$ cat src/design/calclk_pkg.sv
// Shared types, constants and the month length function of the calendar clock.
// Used by calclk_step, calendar_clock_counter_top and the testbench; no dependencies.
`timescale 1ns / 1ps

package calclk_pkg;

    localparam int SEC_W   = 6;
    localparam int MIN_W   = 6;
    localparam int HOUR_W  = 5;
    localparam int DAY_W   = 5;
    localparam int MONTH_W = 4;
    localparam int YEAR_W  = 4;

    localparam int TDATA_W = 32;

    localparam logic [SEC_W-1:0]   SEC_LAST   = SEC_W'(59);
    localparam logic [MIN_W-1:0]   MIN_LAST   = MIN_W'(59);
    localparam logic [HOUR_W-1:0]  HOUR_LAST  = HOUR_W'(23);
    localparam logic [MONTH_W-1:0] MONTH_LAST = MONTH_W'(12);
    localparam logic [YEAR_W-1:0]  YEAR_RESET = YEAR_W'(3);

    localparam logic [MONTH_W-1:0] MONTH_FEB = MONTH_W'(2);
    localparam logic [MONTH_W-1:0] MONTH_APR = MONTH_W'(4);
    localparam logic [MONTH_W-1:0] MONTH_JUN = MONTH_W'(6);
    localparam logic [MONTH_W-1:0] MONTH_SEP = MONTH_W'(9);
    localparam logic [MONTH_W-1:0] MONTH_NOV = MONTH_W'(11);

    typedef enum logic [1:0] {
        OP_TICK     = 2'd0,
        OP_LOAD     = 2'd1,
        OP_INC_YEAR = 2'd2
    } calclk_op_t;

    // Packed so that the second sits in the lowest bits, as on the stream buses.
    typedef struct packed {
        logic [YEAR_W-1:0]  year;
        logic [MONTH_W-1:0] month;
        logic [DAY_W-1:0]   day;
        logic [HOUR_W-1:0]  hour;
        logic [MIN_W-1:0]   minute;
        logic [SEC_W-1:0]   second;
    } calclk_time_t;

    localparam int TIME_W = $bits(calclk_time_t);

    function automatic logic [DAY_W-1:0] month_length(input logic [MONTH_W-1:0] month,
                                                     input logic [YEAR_W-1:0] year);
        logic [DAY_W-1:0] len;
        len = DAY_W'(31);
        if (month == MONTH_APR || month == MONTH_JUN || month == MONTH_SEP ||
            month == MONTH_NOV) begin
            len = DAY_W'(30);
        end else if (month == MONTH_FEB) begin
            if (year != '0 && year[1:0] == 2'b00) begin
                len = DAY_W'(29);
            end else begin
                len = DAY_W'(28);
            end
        end
        return len;
    endfunction

endpackage

$ cat src/design/calclk_step.sv
// Next-value logic of the calendar: applies one operation to the current time and date.
// Depends on calclk_pkg.
`timescale 1ns / 1ps

module calclk_step (
    input  logic [1:0]                 op,
    input  calclk_pkg::calclk_time_t   load,
    input  calclk_pkg::calclk_time_t   cur,
    input  logic                       sec_pulse,
    output calclk_pkg::calclk_time_t   nxt
);
    import calclk_pkg::*;

    logic [DAY_W:0]   day_inc;
    logic [DAY_W-1:0] day_len;
    calclk_time_t     adv;

    always_comb begin
        day_len = month_length(cur.month, cur.year);
        day_inc = {1'b0, cur.day} + (DAY_W+1)'(1);
        adv     = cur;
        if (cur.second < SEC_LAST) begin
            adv.second = cur.second + SEC_W'(1);
        end else begin
            adv.second = '0;
            if (cur.minute < MIN_LAST) begin
                adv.minute = cur.minute + MIN_W'(1);
            end else begin
                adv.minute = '0;
                if (cur.hour < HOUR_LAST) begin
                    adv.hour = cur.hour + HOUR_W'(1);
                end else begin
                    adv.hour = '0;
                    if (day_inc > {1'b0, day_len}) begin
                        adv.day = DAY_W'(1);
                        if (cur.month >= MONTH_LAST) begin
                            adv.month = MONTH_W'(1);
                            adv.year  = cur.year + YEAR_W'(1);
                        end else begin
                            adv.month = cur.month + MONTH_W'(1);
                        end
                    end else begin
                        adv.day = day_inc[DAY_W-1:0];
                    end
                end
            end
        end
    end

    always_comb begin
        nxt = cur;
        case (op)
            OP_TICK: begin
                if (sec_pulse) begin
                    nxt = adv;
                end
            end
            OP_LOAD: begin
                nxt = load;
                if (load.month > MONTH_LAST) begin
                    nxt.month = cur.month;
                end
            end
            OP_INC_YEAR: begin
                nxt.year = cur.year + YEAR_W'(1);
            end
            default: begin
                nxt = cur;
            end
        endcase
    end

endmodule

$ cat src/design/calendar_clock_counter_top.sv
// Top level of the calendar clock: stream ports, input register, calendar state and result register.
// Depends on calclk_pkg and calclk_step.
`timescale 1ns / 1ps

// Calendar clock that keeps second, minute, hour, day, month and a four-bit year. Each input
// transfer carries one operation in s_axis_tuser (tick, load, increment year) and yields exactly
// one result transfer with the time after it; m_axis_tuser flags a tick that completed a second.
// An item passes through the input register and then the result register, and a new item is
// taken every cycle while the result side keeps up. After reset the state holds zero in second,
// minute, hour, day and month; the year resets to three.
module calendar_clock_counter_top #(
    parameter int TICKS_PER_SECOND = 16
) (
    input  logic                            aclk,
    input  logic                            aresetn,
    input  logic                            s_axis_tvalid,
    output logic                            s_axis_tready,
    // Fields from bit 0: load_second, load_minute, load_hour, load_day, load_month, load_year.
    input  logic [calclk_pkg::TDATA_W-1:0]  s_axis_tdata,
    // Fields from bit 0: operation.
    input  logic [1:0]                      s_axis_tuser,
    output logic                            m_axis_tvalid,
    input  logic                            m_axis_tready,
    // Fields from bit 0: second, minute, hour, day, month, year.
    output logic [calclk_pkg::TDATA_W-1:0]  m_axis_tdata,
    // Fields from bit 0: second_advanced.
    output logic [0:0]                      m_axis_tuser
);
    import calclk_pkg::*;

    localparam int TICK_W = (TICKS_PER_SECOND > 2) ? $clog2(TICKS_PER_SECOND) : 1;
    localparam logic [TICK_W-1:0] TICK_LAST = TICK_W'(TICKS_PER_SECOND - 1);

    logic               in_valid_reg;
    logic [1:0]         in_op_reg;
    calclk_time_t       in_load_reg;
    calclk_time_t       cal_reg;
    calclk_time_t       cal_next;
    logic [TICK_W-1:0]  tick_reg;
    logic [TICK_W-1:0]  tick_next;
    logic               out_valid_reg;
    calclk_time_t       out_time_reg;
    logic               out_adv_reg;
    logic               advance;
    logic               sec_pulse;
    logic               tick_done;

    assign advance       = !out_valid_reg || m_axis_tready;
    assign s_axis_tready = !in_valid_reg || advance;

    assign tick_done = (tick_reg == TICK_LAST);
    assign sec_pulse = (in_op_reg == OP_TICK) && tick_done;

    always_comb begin
        tick_next = tick_reg;
        case (in_op_reg)
            OP_TICK: begin
                tick_next = tick_done ? '0 : tick_reg + TICK_W'(1);
            end
            OP_LOAD: begin
                tick_next = '0;
            end
            default: begin
                tick_next = tick_reg;
            end
        endcase
    end

    calclk_step u_step (
        .op        (in_op_reg),
        .load      (in_load_reg),
        .cur       (cal_reg),
        .sec_pulse (sec_pulse),
        .nxt       (cal_next)
    );

    always_ff @(posedge aclk) begin
        if (!aresetn) begin
            in_valid_reg <= 1'b0;
        end else if (s_axis_tvalid && s_axis_tready) begin
            in_valid_reg <= 1'b1;
        end else if (advance) begin
            in_valid_reg <= 1'b0;
        end
    end

    always_ff @(posedge aclk) begin
        if (s_axis_tvalid && s_axis_tready) begin
            in_op_reg   <= s_axis_tuser;
            in_load_reg <= calclk_time_t'(s_axis_tdata[TIME_W-1:0]);
        end
    end

    always_ff @(posedge aclk) begin
        if (!aresetn) begin
            cal_reg       <= '{year: YEAR_RESET, default: '0};
            tick_reg      <= '0;
            out_valid_reg <= 1'b0;
        end else if (advance) begin
            out_valid_reg <= in_valid_reg;
            if (in_valid_reg) begin
                cal_reg  <= cal_next;
                tick_reg <= tick_next;
            end
        end
    end

    always_ff @(posedge aclk) begin
        if (advance && in_valid_reg) begin
            out_time_reg <= cal_next;
            out_adv_reg  <= sec_pulse;
        end
    end

    assign m_axis_tvalid   = out_valid_reg;
    assign m_axis_tdata    = {(TDATA_W - TIME_W)'(0), out_time_reg};
    assign m_axis_tuser[0] = out_adv_reg;

endmodule

$ cat config.mk
export PLATFORM = sky130hd
export DESIGN_NAME = calendar_clock_counter_top
export DESIGN_NICKNAME = d
export VERILOG_FILES = /design/src/design/calclk_pkg.sv /design/src/design/calclk_step.sv /design/src/design/calendar_clock_counter_top.sv
export SDC_FILE = /design/constraint.sdc
export NUM_CORES = 1
export LEC_CHECK = 0
export ABC_AREA = 1
export ABC_CLOCK_PERIOD_IN_PS = 2600
export BUFFER_PORTS_ARGS = -buffer_cell sky130_fd_sc_hd__buf_2
export CAP_MARGIN = 20
export CORE_MARGIN = 2
export CORE_UTILIZATION = 57
export DETAILED_ROUTE_END_ITERATION = 8
export PLACE_DENSITY_LB_ADDON = 0.2
export SETUP_SLACK_MARGIN = 0.05
export SLEW_MARGIN = 20
export SYNTH_ARGS = -nofsm -noshare
export SYNTH_HDL_FRONTEND = slang
export SYNTH_SLANG_ARGS = --single-unit
$ cat constraint.sdc
create_clock -name aclk -period 2.6 [get_ports aclk]
set_input_delay 0 -clock aclk [delete_from_list [all_inputs] [get_ports aclk]]
set_output_delay 0 -clock aclk [all_outputs]
set_load 0.01 [all_outputs]
* Word-level counts from Yosys, hierarchy flattened *
Cells that the tools add are included.

cells by class
  $add $sub $neg = 7
  order comparisons = 6
  eq/ne operators = 8
  multiplexer cells = 21
  reduce and logical (&&, ||, !) cells = 18

operators with widths
  cell                                                                    number
  26-bit case mux with 2 select lines                                     1
  30-bit 2-to-1 mux                                                       1
  24-bit 2-to-1 mux                                                       1
  5-bit 2-to-1 mux                                                        4
  18-bit 2-to-1 mux                                                       1
  4-bit 2-to-1 mux                                                        4
  13-bit 2-to-1 mux                                                       1
  4-bit by 1-bit adder with 4-bit output (second input constant)          3
  6-bit by 1-bit adder with 6-bit output (second input constant)          2
  4-bit equality test (second input constant)                             3
  6-bit less-than comparator (second input constant)                      2
  6-bit 2-to-1 mux                                                        2
  4-bit case mux with 3 select lines                                      1
  4-bit by 3-bit equality test with 1-bit output (second input constant)  2
  8-bit 2-to-1 mux                                                        1
  4-bit case mux with 2 select lines                                      1
  5-bit by 1-bit adder with 6-bit output (second input constant)          1
  6-bit by 5-bit > comparator with 1-bit output                           1
  5-bit by 1-bit adder with 5-bit output (second input constant)          1
  1-bit logical OR                                                        5
  5-bit less-than comparator (second input constant)                      1
  4-bit by 2-bit equality test with 1-bit output (second input constant)  1
  4-bit >= comparator (second input constant)                             1
  4-bit > comparator (second input constant)                              1
  10 further kinds                                                        18

word-level totals
  bits in registers = 99
  bits of input ports = 38
  output and inout bits = 35

* Longest topological paths before layout *
  depth in word-level cells = 12
  mapped depth = 16
  gate-level depth less buffers = 16

* Cells and area by module *
A second synthesis with hierarchy kept.

unflattened totals
  cell total of the unflattened synthesis = 553
  area, all modules = 4873.4 sq um

modules (own cells, without submodules)
  module                      times used  cells each  area an instance (sq um)  seq. area each (sq um)
  calendar_clock_counter_top  1           243         3241.9                    2612.5
  calclk_step                 1           310         1631.6                    0.0

* Worst setup path after synthesis *
Ideal clock, no wire load.

  kind = register to register
  start = register cal_reg[22] in the netlist's numbering
  end = register out_time_reg (netlist bit m_axis_tdata[22]), data pin
  setup time = 0.264 ns
  data arrival time = 1.942 ns
  data required time = 2.336 ns
  path slack = 0.394 ns
  cell stages (with the launch flop) = 15
  buffers on the path = 0
  clock period less this slack = 2.206 ns
  path through = dfxtp_1 inv_1 ha_1 nor2_1 o21ai_0 a221oi_1 ha_1 o21bai_1 nand2_1 nand2_2 nand3_4 clkinv_4 o211ai_1 nand3_1 o21bai_1

RTL lines
  what                    RTL line                           RTL
  start, declared         calendar_clock_counter_top.sv:37   calclk_time_t cal_reg;
  start signal, assigned  calendar_clock_counter_top.sv:102  cal_reg <= cal_next;
  end signal, assigned    calendar_clock_counter_top.sv:110  out_time_reg <= cal_next;
  end, declared           calendar_clock_counter_top.sv:42   calclk_time_t out_time_reg;

==> qor.yml <==
pwr:
  ir_worst_vdd_uv: 367.2
  seqPwrFrac_pct: 56.1
  power_mw: 3.243
  sw_frac_of_total_pct: 26.21
  power_frac_clock_pct: 30.7
  power_density_mw_per_mm2: 537.9
  leakagePower_nw: 2.572
  p_comb_share_pct: 13.2
  p_int_mw: 2.393
  p_switching_mw: 0.8499
die:
  coreArea_mm2: 0.008636
  ioPinCount: 73
  die_y_um: 97.76
  die-area_mm2: 0.009557
  rows: 34
  start_util_pct: 58.03
  die_w_um: 97.76
timing:
  fin_ws_ns: 0.2196
  hold_violations: 0
  fmax_ghz: 0.4201
  maxSlewHeadroom_pct: 55.29
  skew_ns: 0.01106
  finalCritPeriodShare_pct: 91.55
  setup_tns_ns: 0
  tightest_slew_ns: 0.6707
  rsz0062_at_grt: "no"
  min_period_ns: 2.380
  finalMaxSlewViolations: 0
  setup_viol: 0
final_layout:
  layout-drive-gt1-share_pct: 20.58
  area_growth_syn_to_layout_pct: 20.30
  diodes: 0
  register_area_mm2: 0.002620
  multiInputGateArea_mm2: 0.001957
  fillCellCount: 690
  final_nets: 702
setup_path:
  worst-path-max-fanout: 12
  critPathRequiredTime_ns: 2.72
  critical_path.endpoint_type: "register"
  crit_arrival_ns: 2.50
  cp-start-kind: "register"
  crit_type: "reg -> reg"
placed_design:
  hpwl_mm: 7.675
  globalplace.congestion: 0.9239
  dp_slack_ns: 0.08795
  io_buffers: 68
clock_tree:
  htreeDepth: 3
  cts_root_buffer: "clkbuf_8"
  cts_tree: "done"
  cts_sinks: 99
  clkLatencyLatePin_ns: 0.37
  clk_pin_slew_ns: 0.10
  clockBufferDepth: 2
  numCtsBuffers: 9
global_route:
  grt_start_max_net_pins: 52
  antenna_found_initial: 0
  gr-usage-all-layers_pct: 25.19
  grt_pass1_vias: 4200
  gr-total-overflow: 0
  grt_pass1_wl_mm: 19.29
logic_synthesis:
  synthFlopType: "edfxtp_1"
  synth_common_cells: "nand2_1, inv_1, edfxtp_1"
  yosysSeqAreaShare_pct: 52.13
  synth_edf_count: 63
  syn_inst: 539
  yosysTopAreaCell: "edfxtp_1"
  ys_types: 52
  synth_top_area_share_pct: 37.75
  synth.most_common_cell: "nand2_1"
  yosys_warnings: 0
  syn_area_per_cell_um2: 9.297
  syn-cell-area_mm2: 0.005011
  ys_seq_elements: 99
  synth_area_leaders: "edfxtp_1, dfxtp_1, nand2_1, inv_1, nand3_1"
  ys_async_sr_fraction_pct: 0
status:
  outcome: "finished clean"
drt:
  viasPerCell: 5.599
  drtPass1Iterations: 5
  drc: 0
  wire_per_inst_um: 15.37
  ant_nets: 0
  wl_mm: 11.74
  vias: 4278
  drt_iter0_markers: 247
min_path:
  min_path_type: "in -> reg"
job:
  max_cap_violations: 0
power groups by stage:
stage	Clock, mW	Sequential, mW	Combinational (mW)
floorplan	0	1.86	0.246
CTS	1.01	1.82	0.423
finish	0.994	1.82	0.429
global route	1.06	1.83	0.472
global placement	0	1.85	0.365
detailed placement	0	1.85	0.382
layer usage:
metal	track usage, %	vias to the layer above	wire [um]	part of all wire, %
met5	0	-	0	0
met4	8.761	0	235	2.0
met3	4.796	29	687	5.9
met2	42.65	177	5792	49
met1	32.69	2017	5026	43
li1	-	2055	-	-
layout make-up:
cell class	count	share of cell area [%]
repair buffers	119	13.45
clock buffers	10	2.117
inverters	78	5.189
clock inverters	6	1.079
flip-flops and latches	99	43.46
well taps	108	2.242
multi-input cells	344	32.46
cells in the final DEF, fill, tap and decap left out, types with 4 or more instances in the layout:
master         Yosys  routed
nand2_1          113     113
inv_1             70      70
buf_2              5      68
edfxtp_1          63      63
nand3_1           42      42
a21oi_1           38      38
dlygate4sd3_1      0      35
dfxtp_1           36      34
o21ai_0           28      28
nor2_1            26      24
buf_4              2      16
o211ai_1          15      15
ha_1              13      12
clkbuf_8           4       9
nand4_1            8       8
o21bai_1           6       6
nor2_4             4       5
inv_2              4       4
xor2_1             4       4
o21ai_1            4       4
final timing paths:
check	from	endpoint	slack, ns	depth (start not counted)
max reg2reg	tick_reg[0]	m_axis_tdata[20]	0.22	11
min reg2reg	cal_reg[15]	cal_reg[15]	0.49	2
min	s_axis_tdata[28]	in_load_reg[28]	0.33	2
max	tick_reg[0]	m_axis_tdata[20]	0.22	11
timing repair:
item / 4_1_cts / 5_1_grt
setup endpoints to repair: 0 / 18
buffers inserted: 0 / 4
hold buffers: 35 / 0
hold endpoints to repair: 36 / 0
resized for setup: 0 / 6
through the flow:
step	util, %	hold slack (ns)	instances	cell area (um^2)
6_report	69.81	0.3290	764	6028
4_1_cts	69.31	0.3138	760	5986
3_3_place_gp	63.03	0.1759	709	5443
3_5_place_dp	63.03	0.1781	709	5443
5_1_grt	69.81	0.3199	764	6028
2_1_floorplan	-	0.09887	540	5015
critical path, cell delays in order, from the launching register on:
cell,delay [ns]
dfxtp_1,0.40
ha_1,0.26
nand3_4,0.16
nor2_8,0.24
nand2_4,0.11
nor2_4,0.16
nand2_1,0.13
nand2_1,0.14
inv_2,0.09
a22oi_1,0.14
o21ai_1,0.11
o21bai_1,0.17
cell families after synthesis:
| family | share of synthesized area (%) |
|---|---|
| xor gates and xnor gates | 1.049 |
| buffers and inverters | 9.138 |
| adders and majority gates | 3.246 |
| other | 0.07483 |
| AOI/OAI and AO/OA | 13.53 |
| DFF | 52.13 |
| and+or+nand+nor | 20.82 |
(Power assumes the default switching activity.)
